**src/hw/rtl/window_sum_target_search_top_macros.svh**
```systemverilog
// Assertion macros for the window sum target search block.
// Included by the RTL files that carry concurrent checks; no other dependencies.
`ifndef WINDOW_SUM_TARGET_SEARCH_TOP_MACROS_SVH
`define WINDOW_SUM_TARGET_SEARCH_TOP_MACROS_SVH
`ifndef NO_ASSERTIONS
// same-cycle implication
`define WSTS_ASSERT_IMP(lbl, clk, rst, ante, cons, msg) \
   lbl: assert property (@(posedge clk) disable iff (rst) (ante) |-> (cons)) \
      else $error(msg);
// next-cycle implication
`define WSTS_ASSERT_NXT(lbl, clk, rst, ante, cons, msg) \
   lbl: assert property (@(posedge clk) disable iff (rst) (ante) |=> (cons)) \
      else $error(msg);
`else
`define WSTS_ASSERT_IMP(lbl, clk, rst, ante, cons, msg)
`define WSTS_ASSERT_NXT(lbl, clk, rst, ante, cons, msg)
`endif
`endif

```
**src/hw/rtl/wsts_pkg.sv**
```systemverilog
// Shared types, constants and the microcode ROM of the window sum target search.
// Used by the sequencer, the datapath and the top level; no dependencies.
`default_nettype none
package wsts_pkg;

   localparam int unsigned TARGET_W    = 26;
   localparam int unsigned POS_W       = 11;
   localparam int unsigned RSP_TDATA_W = 16;
   localparam int unsigned STEP_W      = 4;

   // microprogram step addresses
   localparam logic [STEP_W-1:0] ST_LOAD    = 4'd0;
   localparam logic [STEP_W-1:0] ST_INIT    = 4'd1;
   localparam logic [STEP_W-1:0] ST_OUTER   = 4'd2;
   localparam logic [STEP_W-1:0] ST_GROW    = 4'd3;
   localparam logic [STEP_W-1:0] ST_ADD_RD  = 4'd4;
   localparam logic [STEP_W-1:0] ST_ADD     = 4'd5;
   localparam logic [STEP_W-1:0] ST_ADD_CHK = 4'd6;
   localparam logic [STEP_W-1:0] ST_SHRINK  = 4'd7;
   localparam logic [STEP_W-1:0] ST_SUB_RD  = 4'd8;
   localparam logic [STEP_W-1:0] ST_SUB     = 4'd9;
   localparam logic [STEP_W-1:0] ST_SKIP    = 4'd10;
   localparam logic [STEP_W-1:0] ST_SUB_CHK = 4'd11;
   localparam logic [STEP_W-1:0] ST_HIT     = 4'd12;
   localparam logic [STEP_W-1:0] ST_MISS    = 4'd13;

   typedef enum logic [2:0] {
      COND_ALWAYS,
      COND_ACCEPT_LAST,
      COND_TARGET_ZERO,
      COND_LEFT_DONE,
      COND_GROW,
      COND_LEFT_LT_RIGHT,
      COND_SUM_EQ,
      COND_SLOT_FREE
   } cond_type;

   typedef struct packed {
      logic ready;
      logic clear;
      logic rd_en;
      logic rd_sel_left;
      logic add;
      logic sub;
      logic inc_left;
      logic inc_right;
      logic emit;
      logic hit;
   } ctrl_type;

   typedef struct packed {
      ctrl_type            ctrl;
      cond_type            cond;
      logic [STEP_W-1:0]   next_t;
      logic [STEP_W-1:0]   next_f;
   } ucode_word_type;

   typedef struct packed {
      logic accept_last;
      logic target_zero;
      logic left_done;
      logic grow;
      logic left_lt_right;
      logic sum_eq;
      logic slot_free;
   } flags_type;

   function automatic ucode_word_type ucode_rom(input logic [STEP_W-1:0] step);
      ucode_word_type w;
      w = '0;
      w.cond   = COND_ALWAYS;
      w.next_t = ST_LOAD;
      w.next_f = ST_LOAD;
      unique case (step)
         ST_LOAD: begin
            w.ctrl.ready = 1'b1;
            w.cond       = COND_ACCEPT_LAST;
            w.next_t     = ST_INIT;
            w.next_f     = ST_LOAD;
         end
         ST_INIT: begin
            w.ctrl.clear = 1'b1;
            w.cond       = COND_TARGET_ZERO;
            w.next_t     = ST_HIT;
            w.next_f     = ST_OUTER;
         end
         ST_OUTER: begin
            w.cond   = COND_LEFT_DONE;
            w.next_t = ST_MISS;
            w.next_f = ST_GROW;
         end
         ST_GROW: begin
            w.cond   = COND_GROW;
            w.next_t = ST_ADD_RD;
            w.next_f = ST_SHRINK;
         end
         ST_ADD_RD: begin
            w.ctrl.rd_en = 1'b1;
            w.next_t     = ST_ADD;
         end
         ST_ADD: begin
            w.ctrl.add       = 1'b1;
            w.ctrl.inc_right = 1'b1;
            w.next_t         = ST_ADD_CHK;
         end
         ST_ADD_CHK: begin
            w.cond   = COND_SUM_EQ;
            w.next_t = ST_HIT;
            w.next_f = ST_GROW;
         end
         ST_SHRINK: begin
            w.cond   = COND_LEFT_LT_RIGHT;
            w.next_t = ST_SUB_RD;
            w.next_f = ST_SKIP;
         end
         ST_SUB_RD: begin
            w.ctrl.rd_en       = 1'b1;
            w.ctrl.rd_sel_left = 1'b1;
            w.next_t           = ST_SUB;
         end
         ST_SUB: begin
            w.ctrl.sub      = 1'b1;
            w.ctrl.inc_left = 1'b1;
            w.next_t        = ST_SUB_CHK;
         end
         ST_SKIP: begin
            w.ctrl.inc_left = 1'b1;
            w.next_t        = ST_SUB_CHK;
         end
         ST_SUB_CHK: begin
            w.cond   = COND_SUM_EQ;
            w.next_t = ST_HIT;
            w.next_f = ST_OUTER;
         end
         ST_HIT: begin
            w.ctrl.emit = 1'b1;
            w.ctrl.hit  = 1'b1;
            w.cond      = COND_SLOT_FREE;
            w.next_t    = ST_LOAD;
            w.next_f    = ST_HIT;
         end
         ST_MISS: begin
            w.ctrl.emit = 1'b1;
            w.cond      = COND_SLOT_FREE;
            w.next_t    = ST_LOAD;
            w.next_f    = ST_MISS;
         end
         default: begin
            w.next_t = ST_LOAD;
         end
      endcase
      return w;
   endfunction

endpackage
`default_nettype wire

```
**src/hw/rtl/wsts_seq.sv**
```systemverilog
// Microcoded sequencer: step counter, control ROM lookup and conditional jump.
// Depends on wsts_pkg for the ROM, the condition codes and the control structs.
`default_nettype none
module wsts_seq (
   input  wire logic                 clock,
   input  wire logic                 reset,
   input  wire wsts_pkg::flags_type  flags,
   output wsts_pkg::ctrl_type        ctrl
);
   import wsts_pkg::*;

   logic [STEP_W-1:0] step_ff;
   logic [STEP_W-1:0] step_in;
   ucode_word_type    word;
   logic              cond_true;

   assign word = ucode_rom(step_ff);

   always_comb begin
      unique case (word.cond)
         COND_ALWAYS:        cond_true = 1'b1;
         COND_ACCEPT_LAST:   cond_true = flags.accept_last;
         COND_TARGET_ZERO:   cond_true = flags.target_zero;
         COND_LEFT_DONE:     cond_true = flags.left_done;
         COND_GROW:          cond_true = flags.grow;
         COND_LEFT_LT_RIGHT: cond_true = flags.left_lt_right;
         COND_SUM_EQ:        cond_true = flags.sum_eq;
         COND_SLOT_FREE:     cond_true = flags.slot_free;
      endcase
   end

   always_comb begin
      ctrl      = word.ctrl;
      // result goes out only once the output slot is free
      ctrl.emit = word.ctrl.emit & cond_true;
      step_in   = cond_true ? word.next_t : word.next_f;
   end

   always_ff @(posedge clock) begin
      if (reset) begin
         step_ff <= ST_LOAD;
      end else begin
         step_ff <= step_in;
      end
   end

endmodule
`default_nettype wire

```
**config.mk**
```make
export PLATFORM = sky130hd
export DESIGN_NAME = wsts_seq
export DESIGN_NICKNAME = d
export VERILOG_FILES = /design/src/hw/rtl/window_sum_target_search_top_macros.svh /design/src/hw/rtl/wsts_pkg.sv /design/src/hw/rtl/wsts_seq.sv
export SDC_FILE = /design/constraint.sdc
export NUM_CORES = 1
export LEC_CHECK = 0
export ABC_CLOCK_PERIOD_IN_PS = 2700
export BUFFER_PORTS_ARGS = -buffer_cell sky130_fd_sc_hd__buf_2
export CORE_AREA = 2 2 39 41
export DETAILED_ROUTE_END_ITERATION = 8
export DIE_AREA = 0 0 41 43
export HOLD_SLACK_MARGIN = 0.03
export MAX_ROUTING_LAYER = met4
export PLACE_DENSITY = 0.67
export SKIP_CTS_REPAIR_TIMING = 1
export SYNTH_ARGS = -nofsm -noshare
export SYNTH_HDL_FRONTEND = slang
export SYNTH_SLANG_ARGS = --single-unit
```
**constraint.sdc**
```tcl
create_clock -name clock -period 2.7 [get_ports clock]
set_input_delay 0.54 -clock clock [delete_from_list [all_inputs] [get_ports clock]]
set_output_delay 0.54 -clock clock [all_outputs]
set_load 0.01 [all_outputs]
```
==> flow_summary.ini, run 1 <==
[sta]
fin_crit_sh = 0.794
worst_hold_slack_ns = 0.521
finalClockSkew_ns = 0.00504
hold_viol = 0
fin_tns_setup_ns = 0
finalMaxSlewViolations = 0
tightest_slew_ns = 0.630
worst_slack_ns = 0.555
finalSetupViolations = 0
post-route-min-period_ns = 2.14
rsz0062_at_grt = no
relSlewSlack = 0.580
fmax_mhz = 466

[synthesis]
synth-async-reset-ratio = 0
netlist_instances = 76
yosysTopAreaCell = dfxtp_1
synthTopCellsByArea = dfxtp_1 (15%), mux2i_1 (9.2%), a21oi_1 (5.5%)
ys.warnings.count = 0
synth_nets = 85
ys.flop_type = dfxtp_1
syn_area_per_cell_um2 = 7.16
syn-cell-area_um2 = 544
yosysUniqueCellTypes = 37
synth-seq-cells = 4
ys_seq_area_frac = 0.147
synth_edf_count = 0
synth_top_cell_area_share = 0.147

[floorplan]
boundaryPins = 19
fp.dieW_um = 41
dieArea_um2 = 1760
fp.dieH_um = 43
num_rows = 14
start_util = 0.393
core_um2 = 1380

[finish]
drive_above_1_share = 0.307
num-fill-cells = 155
fin_area_um2 = 626
antenna_cells = 0
top_register = step_ff
reg_top3 = step_ff: 4 flops
largest_reg_flops = 4
stdcell_count = 104
syn_to_final_growth_pct = 14.9
fin_nets = 99
utilization = 0.452

[clock_network]
cts_tree = done
clk_pin_slew_ns = 0.04
cts_buffers = 3
cts_root_buffer = clkbuf_4
insertion_delay_ns = 0.23
cts_buffer_depth = 2
cts_sinks = 4
htree_levels = 1

[worst_setup_path]
critical_path_buf_inv_count = 1
max_stage_delay_ns = 0.71
crit_type = reg -> out
cp_max_fo = 22
cpLargestDelayFamily = flip-flops
crit_path_top_delay_cell = dfxtp_1
cp-start-kind = flop
endpoint_kind = output pin
worstPathRequired_ns = 2.16
crit_arrival_ns = 1.60
path_cells = nand2b_1 > a211oi_1 > buf_2

[global_route]
grt_pass1_wl_um = 1810
grt_max_degree = 23
antenna_found_initial = 0
grt_usage = 0.153
grt_pass1_vias = 418
gr-total-overflow = 0

[hold_path]
hold_class = in -> reg

[power_and_ir_drop]
total_power_uw = 829
total_leakage_power_nw = 0.274
vdd_drop_max_uv = 514
powerDensity_nw_per_um2 = 1330

[place]
placed_cell_area_um2 = 603
dp.cells = 101
dp_slack_ns = 0.633
dpl.hpwl_um = 912
gp_congestion = 0.817
io_buffers = 18

[detailed_routing]
vias = 583
dr.pass1.iters = 4
wl_per_cell_um = 11.9
wirelength_um = 1230
ant_nets = 0
dr.first_iter.drc_count = 7
route.detailed.drc = 0
via_per_inst = 5.61

[flow_run]
drv_cap = 0

[run_status]
status = finished clean
[routing by layer]
metal / part of all wire / up-vias / global-route usage
li1: - / 305 / -
met5: 0 / - / -
met2: 0.47 / 13 / 0.191
met1: 0.48 / 265 / 0.225
met3: 0.053 / 0 / 0.0628
met4: 0 / 0 / 0.0400
[worst register-to-register path: cells and delay by family, from the launching register on]
kind / cells / cell delay [ns]
compound gates: 3 / 0.69
flops: 1 / 0.71
mux: 1 / 0.25
simple gates: 1 / 0.29
[area by class of cell]
cell class / instances / area (µm²) / share of cell area
timing repair buffer: 18 / 90.1 / 0.144
tap: 16 / 20.0 / 0.0320
sequential: 4 / 80.1 / 0.128
multi-input combinational: 61 / 405 / 0.648
clock buffer: 3 / 22.5 / 0.0360
inverter: 2 / 7.51 / 0.0120
[report_power, final]
group,internal (mW),switching [mW]
sequential,0.0878,0.132
clock,0.0496,0.0226
combinational,0.280,0.258
total,0.417,0.412
[synth_stat cells (2+ instances only)]
cell and instances:
nand2b_1 4, inv_1 2, dfxtp_1 4, nor3_1 3
nand2_1 6, a21oi_1 6, mux2i_1 5, a31oi_1 3
a2bb2oi_1 2, buf_2 2, or2_2 2, nor2_1 6
o21ai_0 3, buf_4 2, clkbuf_1 4
[kinds of logic (layout without fill, tap and decap cells)]
kind of cell | Yosys count | in the layout | synth area share
xor gates and xnor gates | 1 | 1 | 0.0161
and+or+nand+nor | 32 | 32 | 0.320
AOI/OAI and AO/OA | 23 | 23 | 0.317
buffers and inverters | 11 | 23 | 0.108
DFF | 4 | 4 | 0.147
muxes | 5 | 5 | 0.0920
[cell usage in the layout, fill, tap and decap left out, types with 2 or more instances in the layout]
| master | Yosys | routed |
|---|---|---|
| o21ai_0 | 3 | 3 |
| clkbuf_4 | 0 | 3 |
| buf_2 | 2 | 18 |
| mux2i_1 | 5 | 5 |
| nor2_1 | 6 | 6 |
| inv_1 | 2 | 2 |
| nor3_1 | 3 | 3 |
| nand2_1 | 6 | 6 |
| dfxtp_1 | 4 | 4 |
| or2_2 | 2 | 2 |
| a31oi_1 | 3 | 3 |
| nand2b_1 | 4 | 4 |
| a21oi_1 | 6 | 6 |
| a2bb2oi_1 | 2 | 2 |
[path summary, 6_finish.rpt]
check,startpoint,endpoint,slack (ns),cells after the start
worst max-delay path,step_ff[3],ctrl[7],0.56,3
worst min-delay path,reset,step_ff[0],0.52,2
worst max register to register,step_ff[1],step_ff[1],0.62,5
worst min register to register,step_ff[2],step_ff[2],0.83,2
No activity file was read; power rests on OpenSTA's default activity.
==> inputs of run 2 (changes only) <==
--- a/config.mk
+++ b/config.mk
@@ -5,14 +5,14 @@
 export SDC_FILE = /design/constraint.sdc
 export NUM_CORES = 1
 export LEC_CHECK = 0
-export ABC_CLOCK_PERIOD_IN_PS = 2700
+export ABC_CLOCK_PERIOD_IN_PS = 1800
 export BUFFER_PORTS_ARGS = -buffer_cell sky130_fd_sc_hd__buf_2
 export CORE_AREA = 2 2 39 41
 export DETAILED_ROUTE_END_ITERATION = 8
 export DIE_AREA = 0 0 41 43
 export HOLD_SLACK_MARGIN = 0.03
 export MAX_ROUTING_LAYER = met4
-export PLACE_DENSITY = 0.67
+export PLACE_DENSITY = 0.7
 export SKIP_CTS_REPAIR_TIMING = 1
 export SYNTH_ARGS = -nofsm -noshare
 export SYNTH_HDL_FRONTEND = slang
==> constraint.sdc (replaced) <==
create_clock -name clock -period 1.8 [get_ports clock]
set_input_delay 0.36 -clock clock [delete_from_list [all_inputs] [get_ports clock]]
set_output_delay 0.36 -clock clock [all_outputs]
set_load 0.01 [all_outputs]
==> flow_summary.ini, run 2 (synthesized netlist as in run 1, its figures left out) <==
[run_status]
status = finished clean

[hold_path]
holdCritStartpoint = reset
holdPathEnd = step_ff[3]
holdPathStages = 2
hold_class = in -> reg

[clock_network]
cts_buffers = 3
insertion_delay_ns = 0.23
htree_levels = 1
cts_root_buffer = clkbuf_4
cts_buffer_depth = 2
cts_tree = done
clk_pin_slew_ns = 0.04
cts_sinks = 4

[worst_setup_path]
endpoint_kind = output pin
r2r_cells = 6
rr_startpoint = step_ff[2]
cp-start-kind = flop
worstPathRequired_ns = 1.44
cp_max_fo = 14
crit_type = reg -> out
crit_path_top_delay_cell = dfxtp_1
rrSetupSlack_ns = 0.09
path_cells = buf_4 > nand2b_2 > a211oi_1 > buf_2
max_stage_delay_ns = 0.35
cpLargestDelayFamily = buffers and inverters
crit_arrival_ns = 1.40
r2r_end = step_ff[2]
critical_path_buf_inv_count = 2

[finish]
regArea_um2 = 83.8
multi_input_area_um2 = 408
largest_reg_flops = 4
top_register = step_ff
reg_top3 = step_ff: 4 flops
utilization = 0.492
drive_above_1_share = 0.394
final_cell_mix = buf_2 (18), nand2_1 (6), nor2_1 (6), a21oi_1 (6)
layout_commonest_cell = buf_2
fin_nets = 105
antenna_cells = 0
syn_to_final_growth_pct = 25.1
num-fill-cells = 155

[global_route]
antenna_found_initial = 0
grt_max_degree = 15
grt_pass1_vias = 527
gr-total-overflow = 0
grt_usage = 0.181
grt_pass1_wl_um = 2170

[sta]
worst_hold_slack_ns = 0.352
relSlewSlack = 0.749
finalMaxSlewViolations = 0
fmax_mhz = 570
finalClockSkew_ns = 0.00213
worst_slack_ns = 0.0444
finalSetupViolations = 0
hold_viol = 0
post-route-min-period_ns = 1.76
tightest_slew_ns = 0.377
fin_crit_sh = 0.975
rsz0062_at_grt = yes

[floorplan]
fp.dieH_um = 43
dieArea_um2 = 1760
fp.dieW_um = 41
boundaryPins = 19
num_rows = 14
start_util = 0.393
core_um2 = 1380

[place]
dpl.hpwl_um = 1030
gp_congestion = 0.838
io_buffers = 18
dp_slack_ns = 0.0687

[power_and_ir_drop]
powerDensity_nw_per_um2 = 2040
total_leakage_power_nw = 0.308
vdd_drop_max_uv = 663

[detailed_routing]
via_per_inst = 5.61
wl_per_cell_um = 12.6
dr.first_iter.drc_count = 7
vias = 617
ant_nets = 0
route.detailed.drc = 0
wirelength_um = 1390
dr.pass1.iters = 3

[flow_run]
drv_cap = 0
-- run 2: changes by cell type in the layout (fill, tap and decap cells not counted), sizes merged --
| cell | previous run | this run |
|---|---|---|
| buf | 18 | 24 |
-- run 2: how the worst max path moves through the flow --
stage,depth (start not counted),start,to
finish,4,step_ff[2],ctrl[7]
global route,4,step_ff[2],ctrl[7]
CTS,4,step_ff[3],ctrl[7]
detailed placement,5,step_ff[3],step_ff[0]
global placement,5,step_ff[3],step_ff[0]
floorplan,6,step_ff[2],step_ff[0]
-- run 2: metal layers --
layer,part of all wire,track usage
met1,0.46,0.235
met2,0.50,0.266
met3,0.033,0.0314
met4,0.010,0.0800
met5,0,-
-- run 2: layout make-up --
cell class                 count  area share
multi-input combinational     61       0.599
timing repair buffer          24       0.204
sequential                     4       0.123
clock buffer                   3      0.0331
tap                           16      0.0294
inverter                       2      0.0110
-- run 2: power by group --
part	internal, mW	switching [mW]
Combinational	0.520	0.544
Clock	0.0744	0.0349
Sequential	0.139	0.0759
-- run 2: per-stage QoR --
stage / instances / area (µm²) / setup TNS [ns] / total power, mW
after global routing: 110 / 681 / -0.0314 / 1.51
final: 110 / 681 / 0 / 1.39
after floorplan: 76 / 544 / 0 / 0.999
after global placement: 107 / 648 / 0 / 1.23
after detailed placement: 107 / 648 / 0 / 1.25
after CTS: 110 / 671 / 0 / 1.36
==> inputs of run 3 (changes only) <==
--- a/config.mk
+++ b/config.mk
@@ -5,6 +5,7 @@
 export SDC_FILE = /design/constraint.sdc
 export NUM_CORES = 1
 export LEC_CHECK = 0
+export ABC_AREA = 1
 export ABC_CLOCK_PERIOD_IN_PS = 1800
 export BUFFER_PORTS_ARGS = -buffer_cell sky130_fd_sc_hd__buf_2
 export CORE_AREA = 2 2 39 41
@@ -12,7 +13,7 @@
 export DIE_AREA = 0 0 41 43
 export HOLD_SLACK_MARGIN = 0.03
 export MAX_ROUTING_LAYER = met4
-export PLACE_DENSITY = 0.7
+export PLACE_DENSITY_LB_ADDON = 0.12
 export SKIP_CTS_REPAIR_TIMING = 1
 export SYNTH_ARGS = -nofsm -noshare
 export SYNTH_HDL_FRONTEND = slang
==> flow_summary.ini, run 3 <==
[detailed_routing]
route.detailed.drc = 0
ant_nets = 0
dr.pass1.iters = 4
vias = 605
wirelength_um = 1260
wl_per_cell_um = 9.59
via_per_inst = 4.62
dr.first_iter.drc_count = 15

[hold_path]
holdPathStages = 4
holdPathEnd = step_ff[3]
holdCritStartpoint = reset
hold_class = in -> reg

[sta]
fmax_mhz = 593
rsz0062_at_grt = yes
hold_viol = 0
finalMaxSlewViolations = 0
finalClockSkew_ns = 0.00268
fin_tns_setup_ns = 0
fin_crit_sh = 0.937
post-route-min-period_ns = 1.69
tightest_slew_ns = 0.350
relSlewSlack = 0.766
finalSetupViolations = 0

[worst_setup_path]
cp_max_fo = 9
worstPathRequired_ns = 1.44
cpLargestDelayFamily = simple AND/OR/NAND/NOR gates
critical_path_buf_inv_count = 2
cp-startpoint = step_ff[3]
rr_startpoint = step_ff[3]
path_cells = nor2_2 > inv_1 > nor2_1 > buf_2
crit_path_top_delay_cell = dfxtp_1
endpoint_kind = output pin
r2r_end = step_ff[1]
cp-start-kind = flop
r2r_cells = 8
crit_type = reg -> out
max_stage_delay_ns = 0.40
rrSetupSlack_ns = 0.27
crit_arrival_ns = 1.33

[clock_network]
htree_levels = 1
cts_buffers = 3
cts_tree = done
insertion_delay_ns = 0.23
cts_buffer_depth = 2
cts_root_buffer = clkbuf_4
clk_pin_slew_ns = 0.04
cts_sinks = 4

[synthesis]
yosysUniqueCellTypes = 17
synth_most_common_cell = nor2_1
synthTopCellsByArea = nor2_1 (20%), nand2_1 (19%), dfxtp_1 (16%)
syn-cell-area_um2 = 487
netlist_instances = 96
synth_edf_count = 0
synth_top_cell_area_share = 0.201
ys.flop_type = dfxtp_1
synth_nets = 105
synth_commonest_cells = nor2_1 (26), nand2_1 (25), inv_1 (16)
ys_seq_area_frac = 0.165
ys.warnings.count = 0
synth-async-reset-ratio = 0
synth-seq-cells = 4
yosysTopAreaCell = nor2_1
syn_area_per_cell_um2 = 5.07

[global_route]
gr-total-overflow = 0
grt_usage = 0.169
grt_max_degree = 10
grt_pass1_vias = 504
antenna_found_initial = 0
grt_pass1_wl_um = 1950

[floorplan]
start_util = 0.352
core_um2 = 1380
boundaryPins = 19
fp.dieH_um = 43
num_rows = 14
dieArea_um2 = 1760
fp.dieW_um = 41

[power_and_ir_drop]
total_power_uw = 906
vdd_drop_max_uv = 585
powerDensity_nw_per_um2 = 1510
total_leakage_power_nw = 0.389

[finish]
stdcell_count = 131
drive_above_1_share = 0.252
largest_reg_flops = 4
fin_nets = 126
final_cell_mix = nor2_1 (26), nand2_1 (25), buf_2 (18)
layout_commonest_cell = nor2_1
syn_to_final_growth_pct = 23.4
antenna_cells = 0
top_register = step_ff
reg_top3 = step_ff: 4 flops

[flow_run]
drv_cap = 0

[place]
dp.cells = 128
io_buffers = 18
gp_congestion = 0.784
dpl.hpwl_um = 1040

[run_status]
status = finished clean
## run 3: cells by family after synthesis
group | count (synthesis) | share of synthesized area
AO/OA/AOI/OAI | 6 | 0.0694
buffers and inverters | 20 | 0.177
AND/OR/NAND/NOR | 66 | 0.589
flip-flops | 4 | 0.165
## run 3: cell type report
cell class / instances / area [µm²]
well taps: 16 / 20.0
clock buffers: 3 / 22.5
repair buffers: 18 / 90.1
flip-flops and latches: 4 / 80.1
multi-input cells: 72 / 320
inverters: 18 / 67.6
fillers: 172 / 783
## run 3: per-layer routing
metal | global-route usage | up-vias | wire length (µm)
li1 | - | 331 | -
met1 | 0.199 | 257 | 587
met2 | 0.263 | 15 | 595
met3 | 0.0314 | 2 | 56
met4 | 0.0800 | 0 | 17
met5 | - | - | 0
## run 3: per-stage QoR
| stage | area (µm²) | util | hold WS [ns] | setup slack [ns] |
|---|---|---|---|---|
| final | 601 | 0.434 | 0.393 | 0.114 |
| after global routing | 601 | 0.434 | 0.418 | -0.00182 |
| after CTS | 601 | 0.434 | 0.391 | 0.101 |
| after detailed placement | 578 | 0.418 | 0.639 | 0.300 |
| after global placement | 578 | 0.418 | 0.643 | 0.289 |
| after floorplan | 487 | - | 0.539 | 0.396 |
## run 3: power by group
group,switching [mW],total (mW),internal (mW)
Sequential,0.0547,0.176,0.122
Clock,0.0365,0.111,0.0746
Combinational,0.401,0.619,0.217
## run 3: worst max path at each step
stage	endpoint	slack [ns]	depth (start not counted)
5_1_grt	ctrl[9]	-0.002	4
4_1_cts	ctrl[3]	0.10	5
6_report	ctrl[9]	0.11	4
3_5_place_dp	step_ff[1]	0.30	8
2_1_floorplan	ctrl[5]	0.40	5
3_3_place_gp	step_ff[0]	0.29	8
## run 3: worst min-delay path: cells and delay by family
kind	cells	cell delay (ns)
AND/OR/NAND/NOR	2	0.09
buffers and inverters	2	0.12
