===== config.mk =====
export PLATFORM = sky130hd
export DESIGN_NAME = wsts_datapath
export DESIGN_NICKNAME = d
export VERILOG_FILES = /design/src/hw/rtl/wsts_pkg.sv /design/src/hw/rtl/wsts_datapath.sv
export VERILOG_INCLUDE_DIRS = /design/src /design/src/hw/rtl
export SDC_FILE = /design/constraint.sdc
export NUM_CORES = 1
export LEC_CHECK = 0
export BUFFER_PORTS_ARGS = -buffer_cell sky130_fd_sc_hd__buf_2
export CAP_MARGIN = 15
export CORE_AREA = 5 5 127 99
export DETAILED_ROUTE_END_ITERATION = 8
export DIE_AREA = 0 0 132 104
export PLACE_DENSITY = 0.76
export SLEW_MARGIN = 25
export SYNTH_ARGS = -nofsm -noshare
export SYNTH_HDL_FRONTEND = slang
export SYNTH_SLANG_ARGS = --single-unit
export TNS_END_PERCENT = 1

===== constraint.sdc =====
create_clock -name clock -period 4.28 [get_ports clock]
set_input_delay 0.856 -clock clock [delete_from_list [all_inputs] [get_ports clock]]
set_output_delay 0.856 -clock clock [all_outputs]
set_load 0.005 [all_outputs]

===== src/hw/rtl/window_sum_target_search_top_macros.svh =====
// Assertion macros for the window sum target search block.
// Included by the RTL files that carry concurrent checks; no other dependencies.
`ifndef WINDOW_SUM_TARGET_SEARCH_TOP_MACROS_SVH
`define WINDOW_SUM_TARGET_SEARCH_TOP_MACROS_SVH
`ifndef NO_ASSERTIONS
// same-cycle implication
`define WSTS_ASSERT_IMP(lbl, clk, rst, ante, cons, msg) \
   lbl: assert property (@(posedge clk) disable iff (rst) (ante) |-> (cons)) \
      else $error(msg);
// next-cycle implication
`define WSTS_ASSERT_NXT(lbl, clk, rst, ante, cons, msg) \
   lbl: assert property (@(posedge clk) disable iff (rst) (ante) |=> (cons)) \
      else $error(msg);
`else
`define WSTS_ASSERT_IMP(lbl, clk, rst, ante, cons, msg)
`define WSTS_ASSERT_NXT(lbl, clk, rst, ante, cons, msg)
`endif
`endif


===== src/hw/rtl/wsts_pkg.sv =====
// Shared types, constants and the microcode ROM of the window sum target search.
// Used by the sequencer, the datapath and the top level; no dependencies.
`default_nettype none
package wsts_pkg;

   localparam int unsigned TARGET_W    = 26;
   localparam int unsigned POS_W       = 11;
   localparam int unsigned RSP_TDATA_W = 16;
   localparam int unsigned STEP_W      = 4;

   // microprogram step addresses
   localparam logic [STEP_W-1:0] ST_LOAD    = 4'd0;
   localparam logic [STEP_W-1:0] ST_INIT    = 4'd1;
   localparam logic [STEP_W-1:0] ST_OUTER   = 4'd2;
   localparam logic [STEP_W-1:0] ST_GROW    = 4'd3;
   localparam logic [STEP_W-1:0] ST_ADD_RD  = 4'd4;
   localparam logic [STEP_W-1:0] ST_ADD     = 4'd5;
   localparam logic [STEP_W-1:0] ST_ADD_CHK = 4'd6;
   localparam logic [STEP_W-1:0] ST_SHRINK  = 4'd7;
   localparam logic [STEP_W-1:0] ST_SUB_RD  = 4'd8;
   localparam logic [STEP_W-1:0] ST_SUB     = 4'd9;
   localparam logic [STEP_W-1:0] ST_SKIP    = 4'd10;
   localparam logic [STEP_W-1:0] ST_SUB_CHK = 4'd11;
   localparam logic [STEP_W-1:0] ST_HIT     = 4'd12;
   localparam logic [STEP_W-1:0] ST_MISS    = 4'd13;

   typedef enum logic [2:0] {
      COND_ALWAYS,
      COND_ACCEPT_LAST,
      COND_TARGET_ZERO,
      COND_LEFT_DONE,
      COND_GROW,
      COND_LEFT_LT_RIGHT,
      COND_SUM_EQ,
      COND_SLOT_FREE
   } cond_type;

   typedef struct packed {
      logic ready;
      logic clear;
      logic rd_en;
      logic rd_sel_left;
      logic add;
      logic sub;
      logic inc_left;
      logic inc_right;
      logic emit;
      logic hit;
   } ctrl_type;

   typedef struct packed {
      ctrl_type            ctrl;
      cond_type            cond;
      logic [STEP_W-1:0]   next_t;
      logic [STEP_W-1:0]   next_f;
   } ucode_word_type;

   typedef struct packed {
      logic accept_last;
      logic target_zero;
      logic left_done;
      logic grow;
      logic left_lt_right;
      logic sum_eq;
      logic slot_free;
   } flags_type;

   function automatic ucode_word_type ucode_rom(input logic [STEP_W-1:0] step);
      ucode_word_type w;
      w = '0;
      w.cond   = COND_ALWAYS;
      w.next_t = ST_LOAD;
      w.next_f = ST_LOAD;
      unique case (step)
         ST_LOAD: begin
            w.ctrl.ready = 1'b1;
            w.cond       = COND_ACCEPT_LAST;
            w.next_t     = ST_INIT;
            w.next_f     = ST_LOAD;
         end
         ST_INIT: begin
            w.ctrl.clear = 1'b1;
            w.cond       = COND_TARGET_ZERO;
            w.next_t     = ST_HIT;
            w.next_f     = ST_OUTER;
         end
         ST_OUTER: begin
            w.cond   = COND_LEFT_DONE;
            w.next_t = ST_MISS;
            w.next_f = ST_GROW;
         end
         ST_GROW: begin
            w.cond   = COND_GROW;
            w.next_t = ST_ADD_RD;
            w.next_f = ST_SHRINK;
         end
         ST_ADD_RD: begin
            w.ctrl.rd_en = 1'b1;
            w.next_t     = ST_ADD;
         end
         ST_ADD: begin
            w.ctrl.add       = 1'b1;
            w.ctrl.inc_right = 1'b1;
            w.next_t         = ST_ADD_CHK;
         end
         ST_ADD_CHK: begin
            w.cond   = COND_SUM_EQ;
            w.next_t = ST_HIT;
            w.next_f = ST_GROW;
         end
         ST_SHRINK: begin
            w.cond   = COND_LEFT_LT_RIGHT;
            w.next_t = ST_SUB_RD;
            w.next_f = ST_SKIP;
         end
         ST_SUB_RD: begin
            w.ctrl.rd_en       = 1'b1;
            w.ctrl.rd_sel_left = 1'b1;
            w.next_t           = ST_SUB;
         end
         ST_SUB: begin
            w.ctrl.sub      = 1'b1;
            w.ctrl.inc_left = 1'b1;
            w.next_t        = ST_SUB_CHK;
         end
         ST_SKIP: begin
            w.ctrl.inc_left = 1'b1;
            w.next_t        = ST_SUB_CHK;
         end
         ST_SUB_CHK: begin
            w.cond   = COND_SUM_EQ;
            w.next_t = ST_HIT;
            w.next_f = ST_OUTER;
         end
         ST_HIT: begin
            w.ctrl.emit = 1'b1;
            w.ctrl.hit  = 1'b1;
            w.cond      = COND_SLOT_FREE;
            w.next_t    = ST_LOAD;
            w.next_f    = ST_HIT;
         end
         ST_MISS: begin
            w.ctrl.emit = 1'b1;
            w.cond      = COND_SLOT_FREE;
            w.next_t    = ST_LOAD;
            w.next_f    = ST_MISS;
         end
         default: begin
            w.next_t = ST_LOAD;
         end
      endcase
      return w;
   endfunction

endpackage
`default_nettype wire


===== src/hw/rtl/wsts_datapath.sv =====
// Datapath: element count, window sum and left/right pointers, store addressing, flags.
// Depends on wsts_pkg and the assertion macro header.
`default_nettype none
`include "window_sum_target_search_top_macros.svh"
module wsts_datapath #(
   parameter int unsigned MAX_ELEMENTS = 1024,
   parameter int unsigned VALUE_BITS   = 16,
   localparam int unsigned ADDR_W = (MAX_ELEMENTS > 1) ? $clog2(MAX_ELEMENTS) : 1
) (
   input  wire logic                          clock,
   input  wire logic                          reset,
   input  wire wsts_pkg::ctrl_type            ctrl,
   input  wire logic                          req_tvalid,
   input  wire logic                          req_tlast,
   input  wire logic                          slot_free,
   input  wire logic [wsts_pkg::TARGET_W-1:0] target,
   input  wire logic [VALUE_BITS-1:0]         rd_data,
   output wsts_pkg::flags_type                flags,
   output logic                               wr_en,
   output logic      [ADDR_W-1:0]             wr_addr,
   output logic                               rd_en,
   output logic      [ADDR_W-1:0]             rd_addr,
   output logic      [wsts_pkg::POS_W-1:0]    start_pos
);
   import wsts_pkg::*;

   localparam int unsigned CNT_W  = $clog2(MAX_ELEMENTS + 1);
   localparam int unsigned SUM_W  = (VALUE_BITS + CNT_W > TARGET_W) ?
                                    VALUE_BITS + CNT_W : TARGET_W;
   localparam logic [CNT_W-1:0] CNT_MAX = CNT_W'(MAX_ELEMENTS);

   logic [CNT_W-1:0] count_ff, count_in;
   logic [CNT_W-1:0] left_ff, left_in;
   logic [CNT_W-1:0] right_ff, right_in;
   logic [SUM_W-1:0] sum_ff, sum_in;
   logic [SUM_W-1:0] target_ext;
   logic [SUM_W-1:0] elem_ext;
   logic [CNT_W:0]   pos_wide;
   logic             load_en;
   logic             has_room;

   assign target_ext = SUM_W'(target);
   assign elem_ext   = SUM_W'(rd_data);
   assign has_room   = count_ff < CNT_MAX;
   assign load_en    = ctrl.ready & req_tvalid;

   assign wr_en   = load_en & has_room;
   assign wr_addr = count_ff[ADDR_W-1:0];
   assign rd_en   = ctrl.rd_en;
   assign rd_addr = ctrl.rd_sel_left ? left_ff[ADDR_W-1:0] : right_ff[ADDR_W-1:0];

   assign pos_wide  = {1'b0, left_ff} + {{CNT_W{1'b0}}, 1'b1};
   assign start_pos = POS_W'(pos_wide);

   always_comb begin
      flags.accept_last   = req_tvalid & req_tlast;
      flags.target_zero   = (target == '0);
      flags.left_done     = (left_ff >= count_ff);
      flags.grow          = (sum_ff < target_ext) && (right_ff < count_ff);
      flags.left_lt_right = (left_ff < right_ff);
      flags.sum_eq        = (sum_ff == target_ext);
      flags.slot_free     = slot_free;
   end

   always_comb begin
      count_in = count_ff;
      left_in  = left_ff;
      right_in = right_ff;
      sum_in   = sum_ff;
      priority if (ctrl.emit) begin
         count_in = '0;
      end else if (wr_en) begin
         count_in = count_ff + CNT_W'(1);
      end else begin
         count_in = count_ff;
      end
      if (ctrl.clear) begin
         left_in  = '0;
         right_in = '0;
         sum_in   = '0;
      end else begin
         if (ctrl.inc_left) begin
            left_in = left_ff + CNT_W'(1);
         end
         if (ctrl.inc_right) begin
            right_in = right_ff + CNT_W'(1);
         end
         priority if (ctrl.add) begin
            sum_in = sum_ff + elem_ext;
         end else if (ctrl.sub) begin
            sum_in = sum_ff - elem_ext;
         end else begin
            sum_in = sum_ff;
         end
      end
   end

   always_ff @(posedge clock) begin
      if (reset) begin
         count_ff <= '0;
         left_ff  <= '0;
         right_ff <= '0;
         sum_ff   <= '0;
      end else begin
         count_ff <= count_in;
         left_ff  <= left_in;
         right_ff <= right_in;
         sum_ff   <= sum_in;
      end
   end

   `WSTS_ASSERT_IMP(a_right_in_set, clock, reset,
      (ctrl.rd_en && !ctrl.rd_sel_left), (right_ff < count_ff),
      "right pointer read beyond stored set")
   `WSTS_ASSERT_IMP(a_sub_no_wrap, clock, reset,
      ctrl.sub, (sum_ff >= elem_ext),
      "window sum underflow on drop")
   `WSTS_ASSERT_NXT(a_full_holds, clock, reset,
      (load_en && count_ff == CNT_MAX), (count_ff == CNT_MAX),
      "full store count moved on load")

endmodule
`default_nettype wire


==> out/qor.yml, run 1 <==
outcome:
  status: "complete, no violations"
worst_setup_path:
  worstReg2RegStart: "sum_ff[0]$_SDFFE_PP0P_"
  cp-end-kind: "flip-flop"
  critPathLaunch: "rd_data[2]"
  crit_path_max_fanout: 7
  reg2reg_slack_ns: 1.76
  r2r_end: "sum_ff[20]$_SDFFE_PP0P_"
  start_kind: "primary input"
  required_ns: 4.49
  rr_worst_depth: 9
  critPathKind: "primary input to flip-flop"
  cp.arrival_ns: 4.11
sta:
  min_period_ns: 3.90
  skew_ns: 0.00610
  timing.fmax_ghz: 0.256
  fin_crit_sh_pct: 91.1
  setup_viol: 0
  worst_pin_slew_ns: 0.867
  maxSlewHeadroom_pct: 42.0
  setup_ws_ns: 0.380
  tns_ns: 0
  drv_slew: 0
  hold_viol: 0
  whs_ns: 0.479
  rsz0062_at_grt: "false"
pwr:
  vdd_drop_max_uv: 214
  power_leakage_nw: 3.18
  p_per_area_nw_per_um2: 266
global_route:
  grt-ovfl-total: 0
  grt_pass1_wl_um: 24600
  grt_max_degree: 39
  grt_pass1_vias: 5070
  grtUsageTotal_pct: 21.2
  grtUsageMet3_pct: 4.64
  grt_use_met1_pct: 32.9
  top_usage_layer: "met1"
  use_met2_pct: 29.9
  antenna_found_initial: 0
clock_tree:
  cts_resized: 0
  clock_sinks: 60
  cts_made_buffers: 9
  cts_htree_levels: 3
  cts_tree: "done"
  cts_max_path_buffers: 2
  cts.clk_slew.worst_paths_ns: 0.05
  hold_buffers: 0
  cts_setup_buffers: 0
  clockRootBuffer: "clkbuf_16"
  insertion_delay_ns: 0.33
synth:
  synth_top_area_share_pct: 20.2
  synth_ff_type: "dfxtp_1"
  syn_inst: 773
  synthTopCellsByArea: "dfxtp_1, ha_1, nand2_1"
  synthMostInstantiatedCell: "ha_1"
  synth_nets: 920
  async_reset_ff_share_pct: 0
  synth_edf_count: 0
  ys_top_cells_by_count: "ha_1, nand2_1, nor2_1"
  avgSynthCellArea_um2: 7.71
  yosys_register_bits: 60
  ys_types: 75
  yosysTopAreaCell: "dfxtp_1"
  syn_area_um2: 5960
  ys_seq_area_share_pct: 20.2
  yosys_warnings: 0
worst_hold_path:
  hold_path_class: "flip-flop to flip-flop"
  hp-start: "sum_ff[24]$_SDFFE_PP0P_"
  hold_depth: 2
  min_to: "sum_ff[24]$_SDFFE_PP0P_"
finish:
  instances_no_fill: 995
  nFillCells: 1033
  drive_gt1_share_pct: 16.6
  antennaDiodeCount: 0
  nets: 993
  area_growth_pct: 13.3
floorplan:
  core_area_um2: 11300
  die_x_um: 132
  die_area_um2: 13700
  start_util_pct: 52.8
  row_count: 34
  fp.dieH_um: 104
  ioPinCount: 97
placement:
  dp_hpwl_um: 12200
  io_buffers: 91
  gp_congestion: 0.895
  pre_cts_ws_ns: 0.0933
  dp.cells: 979
routing:
  firstDrtPassIters: 5
  drc_errors: 0
  drt_iter0_drc: 292
  via_per_inst: 5.59
  num_vias: 5563
  wl_um: 14800
  antenna_left: 0
  wl_per_cell_um: 14.9
job:
  cap_viol_max_count: 0
-- layout by cell type (no fill, tap or decap), drive strengths merged, types with 11 or more instances in the layout --
| master | count |
|---|---|
| nand2 | 79 |
| ha | 89 |
| a21oi | 59 |
| inv | 52 |
| nor3 | 12 |
| xor2 | 29 |
| xnor2 | 32 |
| nand4 | 22 |
| dfxtp | 60 |
| o21ai | 46 |
| nor4 | 11 |
| nand3 | 13 |
| nor2 | 78 |
| or3 | 11 |
| a21o | 23 |
| buf | 104 |
-- logic make-up (layout without fill, tap and decap cells) --
logic type | Yosys count | in the layout | share of synthesized area [%]
multiplexers | 6 | 6 | 1.07
XOR/XNOR | 61 | 61 | 8.97
adder cells (fa/ha/maj) | 90 | 90 | 19.0
AO/OA/AOI/OAI | 194 | 194 | 21.6
buffers and inverters | 94 | 172 | 6.99
flip-flops | 60 | 60 | 20.2
AND/OR/NAND/NOR | 268 | 268 | 22.2
-- critical path: stages --
cell,delay (ns)
buf_2,0.12
nor3_1,0.24
nand2b_1,0.14
or3_1,0.43
nor3b_2,0.20
buf_4,0.17
a21oi_1,0.07
ha_1,0.23
a2111o_1,0.41
o21bai_1,0.16
a31o_1,0.22
a21oi_1,0.21
mux2_1,0.34
a41oi_1,0.20
nand3_1,0.10
-- how the worst max path moves through the flow --
stage,endpoint,slack (ns),cells past startpoint
final,sum_ff[25]$_SDFFE_PP0P_,0.38,15
after global routing,sum_ff[25]$_SDFFE_PP0P_,0.11,15
after CTS,sum_ff[25]$_SDFFE_PP0P_,0.41,15
after detailed placement,sum_ff[25]$_SDFFE_PP0P_,0.09,15
after global placement,sum_ff[25]$_SDFFE_PP0P_,0.11,15
after floorplan,sum_ff[25]$_SDFFE_PP0P_,0.44,13
-- state kept, by name, summed over array words and instances, names as in the netlist --
signal    flops
right_ff     11
left_ff      11
count_ff     11
sum_ff       27
-- metrics by stage --
stage	cell area [um^2]	total power, W	util (%)
3_5_place_dp	6470	0.00112	57.4
3_3_place_gp	6470	0.00112	57.4
6_report	6750	0.00179	59.9
4_1_cts	6750	0.00180	59.9
2_1_floorplan	5960	0.000991	-
5_1_grt	6750	0.00189	59.9
-- per-layer routing --
metal / part of all wire (%) / up-vias
met2: 40 / 146
met5: 0 / -
met4: 0.55 / 0
met3: 6.4 / 12
li1: - / 2898
met1: 53 / 2507
-- report_power, final --
group / leakage (nW) / internal, W / total [W] / switching [W]
logic: 2.57 / 0.000220 / 0.000509 / 0.000289
clock network: 0.127 / 0.000405 / 0.000673 / 0.000268
registers: 0.487 / 0.000583 / 0.000611 / 0.0000278
-- layout make-up --
type,count,area (um^2),area share [%]
repair buffers,104,553,8.20
clock buffers,10,239,3.54
well taps,144,180,2.67
flip-flops and latches,60,1200,17.8
multi-input cells,619,4340,64.3
inverters,52,195,2.89
clock inverters,6,40.0,0.593
(Power assumes the default switching activity.)
==> run 2: changes to the inputs <==
==> constraint.sdc (replaced) <==
create_clock -name clock -period 3.6 [get_ports clock]
set_input_delay 0.72 -clock clock [delete_from_list [all_inputs] [get_ports clock]]
set_output_delay 0.72 -clock clock [all_outputs]
set_load 0.005 [all_outputs]
==> out/qor.yml, run 2 (synthesis results as in run 1) <==
worst_setup_path:
  critical_path.cell_chain: "buf_8 > nor3_4 > nand2b_1 > or3_4 > nor3b_4 > nor2_1 > xnor2_1 > ha_1 > buf_4 > buf_4 > nand2_1 > o21ai_2 > a2111oi_4 > nor4_4 > o21a_1 > o31ai_2"
  crit_path_max_fanout: 3  # -4
  cp.arrival_ns: 3.79  # -0.32 ns
  path_depth: 16  # +1
  critPathMaxStageDelay_ns: 0.44  # about the same
  path_buf_inv: 3  # +1
  crit_path_frequent_cell: "buf_4"
  cpLargestDelayFamily: "simple AND/OR/NAND/NOR gates"
  required_ns: 3.85  # -0.64 ns
  rr_worst_depth: 9  # unchanged
  cpMaxStageDelayCell: "a2111oi_4"
  start_kind: "primary input"
  critPathKind: "primary input to flip-flop"
  cp-end-kind: "flip-flop"
finish:
  antennaDiodeCount: 0  # unchanged
  instances_no_fill: 1063  # +6.8%
  regMostFlops: "sum_ff"
  layout.cells.most_common: "buf_2"
  area_growth_pct: 24.4
  drive_gt1_share_pct: 24.7  # +8.1 points
  fin_util_pct: 65.7  # +5.9 points
  nets: 1061  # +6.8%
  mostFrequentLayoutCells: "buf_2, ha_1, buf_4, nand2_1, nor2_1"
  largest_reg_flops: 27  # unchanged
job:
  cap_viol_max_count: 0  # unchanged
placement:
  gp_congestion: 0.865  # -3.3%
  dp_hpwl_um: 13000  # +7.2%
  dp.cells: 1038  # +6.0%
  io_buffers: 91  # unchanged
floorplan:
  ioPinCount: 97  # unchanged
  core_area_um2: 11300  # unchanged
  die_area_um2: 13700  # unchanged
  row_count: 34  # unchanged
  start_util_pct: 52.8  # unchanged
  fp.dieH_um: 104  # unchanged
  die_x_um: 132  # unchanged
clock_tree:
  cts_max_path_buffers: 2  # unchanged
  cts_tree: "done"
  insertion_delay_ns: 0.33  # about the same
  clockRootBuffer: "clkbuf_16"
  hold_buffers: 0  # unchanged
  cts_htree_levels: 3  # unchanged
  cts.clk_slew.worst_paths_ns: 0.06  # about the same
  cts_made_buffers: 9  # unchanged
  clock_sinks: 60  # unchanged
global_route:
  grt_pass1_vias: 5569  # +9.8%
  grt_pass1_wl_um: 26800  # +9.2%
  grt_max_degree: 39  # unchanged
  antenna_found_initial: 0  # unchanged
  grt-ovfl-total: 0  # unchanged
  grtUsageTotal_pct: 23.3  # +2.1 points
routing:
  wl_um: 16300  # +10%
  drt_iter0_drc: 325  # +11%
  via_per_inst: 5.60  # +0.13%
  drc_errors: 0  # unchanged
  wl_per_cell_um: 15.3  # +3.0%
  num_vias: 5951  # +7.0%
  antenna_left: 0  # unchanged
  firstDrtPassIters: 5  # unchanged
pwr:
  p_int_w: 0.00162  # +34%
  pwr-share-clk_pct: 37.5  # about the same
  power_w: 0.00235  # +31%
  p_comb_share_pct: 31.5  # +3.1 points
  p_seq_share_pct: 31.0  # -3.1 points
  p_per_area_nw_per_um2: 318  # +20%
  switching_share_pct: 31.1  # -1.5 points
  vdd_drop_max_uv: 201  # -6.3%
  switchingPower_w: 0.000733  # +25%
  power_leakage_nw: 3.57  # +12%
worst_hold_path:
  hold_path_class: "flip-flop to flip-flop"
  hold_depth: 2  # unchanged
sta:
  rsz0062_at_grt: "true"
  setup_viol: 0  # unchanged
  fin_crit_sh_pct: 98.5
  timing.fmax_ghz: 0.282
  drv_slew: 0  # unchanged
  maxSlewHeadroom_pct: 49.0  # +7.0 points
  min_period_ns: 3.54
  hold_viol: 0  # unchanged
  worst_pin_slew_ns: 0.765  # -0.102 ns
  skew_ns: 0.00806  # +0.00197 ns
outcome:
  status: "complete, no violations"
[run 2: cell count changes in the layout (fill, tap and decap cells not counted), moves of 3 or more]
| cell | before | now |
|---|---|---|
| buf_4 | 13 | 80 |
| ha_1 | 89 | 84 |
| ha_2 | 0 | 5 |
| a21oi_1 | 58 | 54 |
| a21oi_2 | 1 | 4 |
| clkinvlp_4 | 4 | 1 |
[run 2: per-stage QoR]
step           worst slack [ns]  hold slack [ns]  TNS (ns)  cell area, um^2
3_3_place_gp             -0.224            0.465     -1.78             6950
5_1_grt                 -0.0872            0.518    -0.241             7410
6_report                 0.0553            0.476         0             7410
3_5_place_dp             -0.295            0.471     -2.47             6950
4_1_cts                  0.0456            0.478         0             7260
2_1_floorplan           0.00350            0.447         0             6000
[run 2: routing by layer]
| layer | track usage [%] | routed length, um | vias to the layer above |
|---|---|---|---|
| met4 | 4.85 | 201 | 0 |
| li1 | - | - | 3027 |
| met1 | 33.8 | 8100 | 2734 |
| met5 | 0 | 0 | - |
| met3 | 5.08 | 1050 | 18 |
| met2 | 35.3 | 6960 | 172 |
[run 2: final timing paths]
kind | from | end | slack (ns)
setup reg to reg | sum_ff[0]$_SDFFE_PP0P_ | sum_ff[20]$_SDFFE_PP0P_ | 0.99
hold reg to reg | sum_ff[24]$_SDFFE_PP0P_ | sum_ff[24]$_SDFFE_PP0P_ | 0.48
hold / removal | sum_ff[24]$_SDFFE_PP0P_ | sum_ff[24]$_SDFFE_PP0P_ | 0.48
setup / recovery | rd_data[0] | sum_ff[20]$_SDFFE_PP0P_ | 0.06
[run 2: area by class of cell]
class	instances	area, um^2
multi-input cells	619	4450
fillers	962	3860
flip-flops and latches	60	1200
repair buffers	172	1080
clock buffers	12	256
inverters	52	195
well taps	144	180
clock inverters	4	47.5
[run 2: worst min-delay path, delay by kind of cell (launching register included)]
| kind | cells | cell delay (ns) |
|---|---|---|
| AND/OR/NAND/NOR | 1 | 0.06 |
| flip-flops | 1 | 0.33 |
| AO/OA/AOI/OAI | 1 | 0.05 |
[run 2: power by group through the flow]
stage | registers [W] | logic, W | clock network [W]
final | 0.000729 | 0.000741 | 0.000884
after global placement | 0.000741 | 0.000684 | 0
after global routing | 0.000731 | 0.000823 | 0.000925
after floorplan | 0.000728 | 0.000455 | 0
after detailed placement | 0.000742 | 0.000696 | 0
after CTS | 0.000728 | 0.000703 | 0.000894
[run 2: timing repair]
action | CTS | global route
gates resized for setup | 0 | 24
buffers inserted | 0 | 10
endpoints found under the setup margin | 0 | 9
==> run 3: changes to the inputs <==
--- a/config.mk
+++ b/config.mk
@@ -6,12 +6,15 @@
 export SDC_FILE = /design/constraint.sdc
 export NUM_CORES = 1
 export LEC_CHECK = 0
+export ABC_AREA = 0
 export BUFFER_PORTS_ARGS = -buffer_cell sky130_fd_sc_hd__buf_2
 export CAP_MARGIN = 15
-export CORE_AREA = 5 5 127 99
+export CELL_PAD_IN_SITES_DETAIL_PLACEMENT = 1
+export CELL_PAD_IN_SITES_GLOBAL_PLACEMENT = 1
+export CORE_AREA = 5 5 142 110
 export DETAILED_ROUTE_END_ITERATION = 8
-export DIE_AREA = 0 0 132 104
-export PLACE_DENSITY = 0.76
+export DIE_AREA = 0 0 147 115
+export PLACE_DENSITY_LB_ADDON = 0.1
 export SLEW_MARGIN = 25
 export SYNTH_ARGS = -nofsm -noshare
 export SYNTH_HDL_FRONTEND = slang
==> out/qor.yml, run 3 (synthesis results as in run 1) <==
outcome:
  status: "complete, no violations"
pwr:
  power_leakage_nw: 3.57  # about the same
  vdd_drop_max_uv: 233  # +16%
  p_per_area_nw_per_um2: 326  # +2.5%
sta:
  drv_slew: 0  # unchanged
  maxSlewHeadroom_pct: 46.4  # -2.5 points
  setup_viol: 0  # unchanged
  skew_ns: 0.00802  # -0.0000392 ns
  hold_viol: 0  # unchanged
  tns_ns: 0  # unchanged
  rsz0062_at_grt: "true"
  worst_pin_slew_ns: 0.803  # +0.0380 ns
  fin_crit_sh_pct: 98.1  # -0.38 points
  min_period_ns: 3.53  # -0.0136 ns
  timing.fmax_ghz: 0.283  # +0.38%
routing:
  wl_met1_um: 9810  # +21%
  wl_met2_um: 9750  # +40%
  drt_iter0_drc: 251  # -23%
  via_per_inst: 5.66  # +1.0%
  firstDrtPassIters: 4  # -1
  highest_layer: "met4"
  wl_um: 20700  # +27%
  dr_wl_met3_um: 858  # -18%
  drc_errors: 0  # unchanged
  antenna_left: 0  # unchanged
  num_vias: 6210  # +4.4%
  wl_per_cell_um: 18.9  # +23%
finish:
  multi_input_area_um2: 4460  # +0.37%
  nFillCells: 1769  # +84%
  nets: 1059  # -0.19%
  mostFrequentLayoutCells: "buf_2, ha_1, nand2_1, nor2_1, buf_4"
  area_growth_pct: 25.3
  register_area_um2: 1200  # unchanged
  largest_reg_flops: 27  # unchanged
  layout.cells.most_common: "buf_2"
  drive_gt1_share_pct: 25.1  # +0.38 points
  instances_no_fill: 1098  # +3.3%
  regMostFlops: "sum_ff"
clock_tree:
  clockRootBuffer: "clkbuf_16"
  cts_max_path_buffers: 2  # unchanged
  cts_htree_levels: 3  # unchanged
  cts_made_buffers: 9  # unchanged
  clock_sinks: 60  # unchanged
  insertion_delay_ns: 0.34  # about the same
  cts.clk_slew.worst_paths_ns: 0.06  # about the same
  cts_tree: "done"
  hold_buffers: 0  # unchanged
placement:
  gp_congestion: 0.883  # +2.0%
  dp_hpwl_um: 16800  # +29%
  dp.cells: 1075  # +3.6%
  io_buffers: 91  # unchanged
floorplan:
  fp.dieH_um: 115  # +11%
  die_x_um: 147  # +11%
  ioPinCount: 97  # unchanged
  core_area_um2: 14100  # +25%
  row_count: 38  # +12%
  start_util_pct: 42.2  # -11 points
  die_area_um2: 16900  # +23%
global_route:
  grt_pass1_wl_um: 32900  # +23%
  grt_pass1_vias: 6412  # +15%
  antenna_found_initial: 1  # +1
  grt_max_degree: 39  # unchanged
  grt-ovfl-total: 0  # unchanged
  grtUsageTotal_pct: 24.3  # +1.1 points
worst_hold_path:
  hold_path_class: "flip-flop to flip-flop"
worst_setup_path:
  required_ns: 3.82  # -0.03 ns
  start_kind: "primary input"
  cp-end-kind: "flip-flop"
  cp.arrival_ns: 3.75  # -0.04 ns
  critPathKind: "primary input to flip-flop"
  crit_path_max_fanout: 4  # +1
job:
  cap_viol_max_count: 0  # unchanged
run 3: changes by cell type in the layout (fill, tap and decap cells not counted), moves of 2 or more:
cell,change
ha_2,-4
clkbuf_8,+2
a21oi_2,+5
buf_4,-3
ha_1,+4
a21oi_1,-5
buf_2,+2
run 3: worst paths after layout:
path                            slack [ns]                       to              startpoint  cells after the start
worst max register to register        1.02  sum_ff[25]$_SDFFE_PP0P_  sum_ff[1]$_SDFFE_PP0P_                      9
worst min register to register        0.48   sum_ff[0]$_SDFFE_PP0P_  sum_ff[0]$_SDFFE_PP0P_                      2
worst min-delay path                  0.48   sum_ff[0]$_SDFFE_PP0P_  sum_ff[0]$_SDFFE_PP0P_                      2
worst max-delay path                  0.07  sum_ff[25]$_SDFFE_PP0P_              rd_data[0]                     15
run 3: what timing repair did:
action                                  in CTS  in global routing
gates cloned                                 0                  0
setup buffers                                2                  4
gates resized for setup                      0                 23
pin swaps                                    2                 14
endpoints found under the setup margin       1                 14
run 3: power breakdown:
group	switching [W]	internal [W]
Sequential	0.0000357	0.000693
Combinational	0.000415	0.000351
Clock	0.000324	0.000610
Total	0.000775	0.00166
run 3: final cells by class:
cell class	count	area share (%)
Sequential cell	60	16.1
Inverter	52	2.61
Clock inverter	3	0.570
Antenna cell	1	0.0335
Multi-Input combinational cell	619	59.8
Clock buffer	13	3.75
Timing Repair Buffer	170	14.1
Tap cell	180	3.02
run 3: worst max-delay path, cell delays in order:
cell      delay, ns
buf_2          0.13
inv_1          0.06
ha_2           0.18
nor3b_4        0.23
nor4b_4        0.24
buf_4          0.19
a31oi_2        0.12
ha_1           0.31
a2111o_1       0.44
o21bai_1       0.18
a31o_1         0.25
a21oi_2        0.17
mux2_4         0.32
a41oi_2        0.14
nand3_1        0.08
run 3: stage by stage:
step           setup slack [ns]  power [W]  hold slack (ns)  instance area [um^2]  util [%]
6_report                 0.0689    0.00243            0.484                  7460      52.9
5_1_grt                 -0.0566    0.00256            0.497                  7460      52.9
4_1_cts                 0.00310    0.00242            0.482                  7340      52.0
3_5_place_dp             -0.345    0.00147            0.474                  7000      49.6
3_3_place_gp             -0.244    0.00143            0.465                  7000      49.6
2_1_floorplan           0.00350    0.00118            0.447                  6000         -
run 3: per-layer routing:
| metal | vias to the layer above | track usage (%) |
|---|---|---|
| met1 | 3039 | 32.9 |
| met5 | - | 0 |
| met3 | 28 | 4.26 |
| li1 | 3030 | - |
| met4 | 0 | 5.34 |
| met2 | 113 | 41.1 |
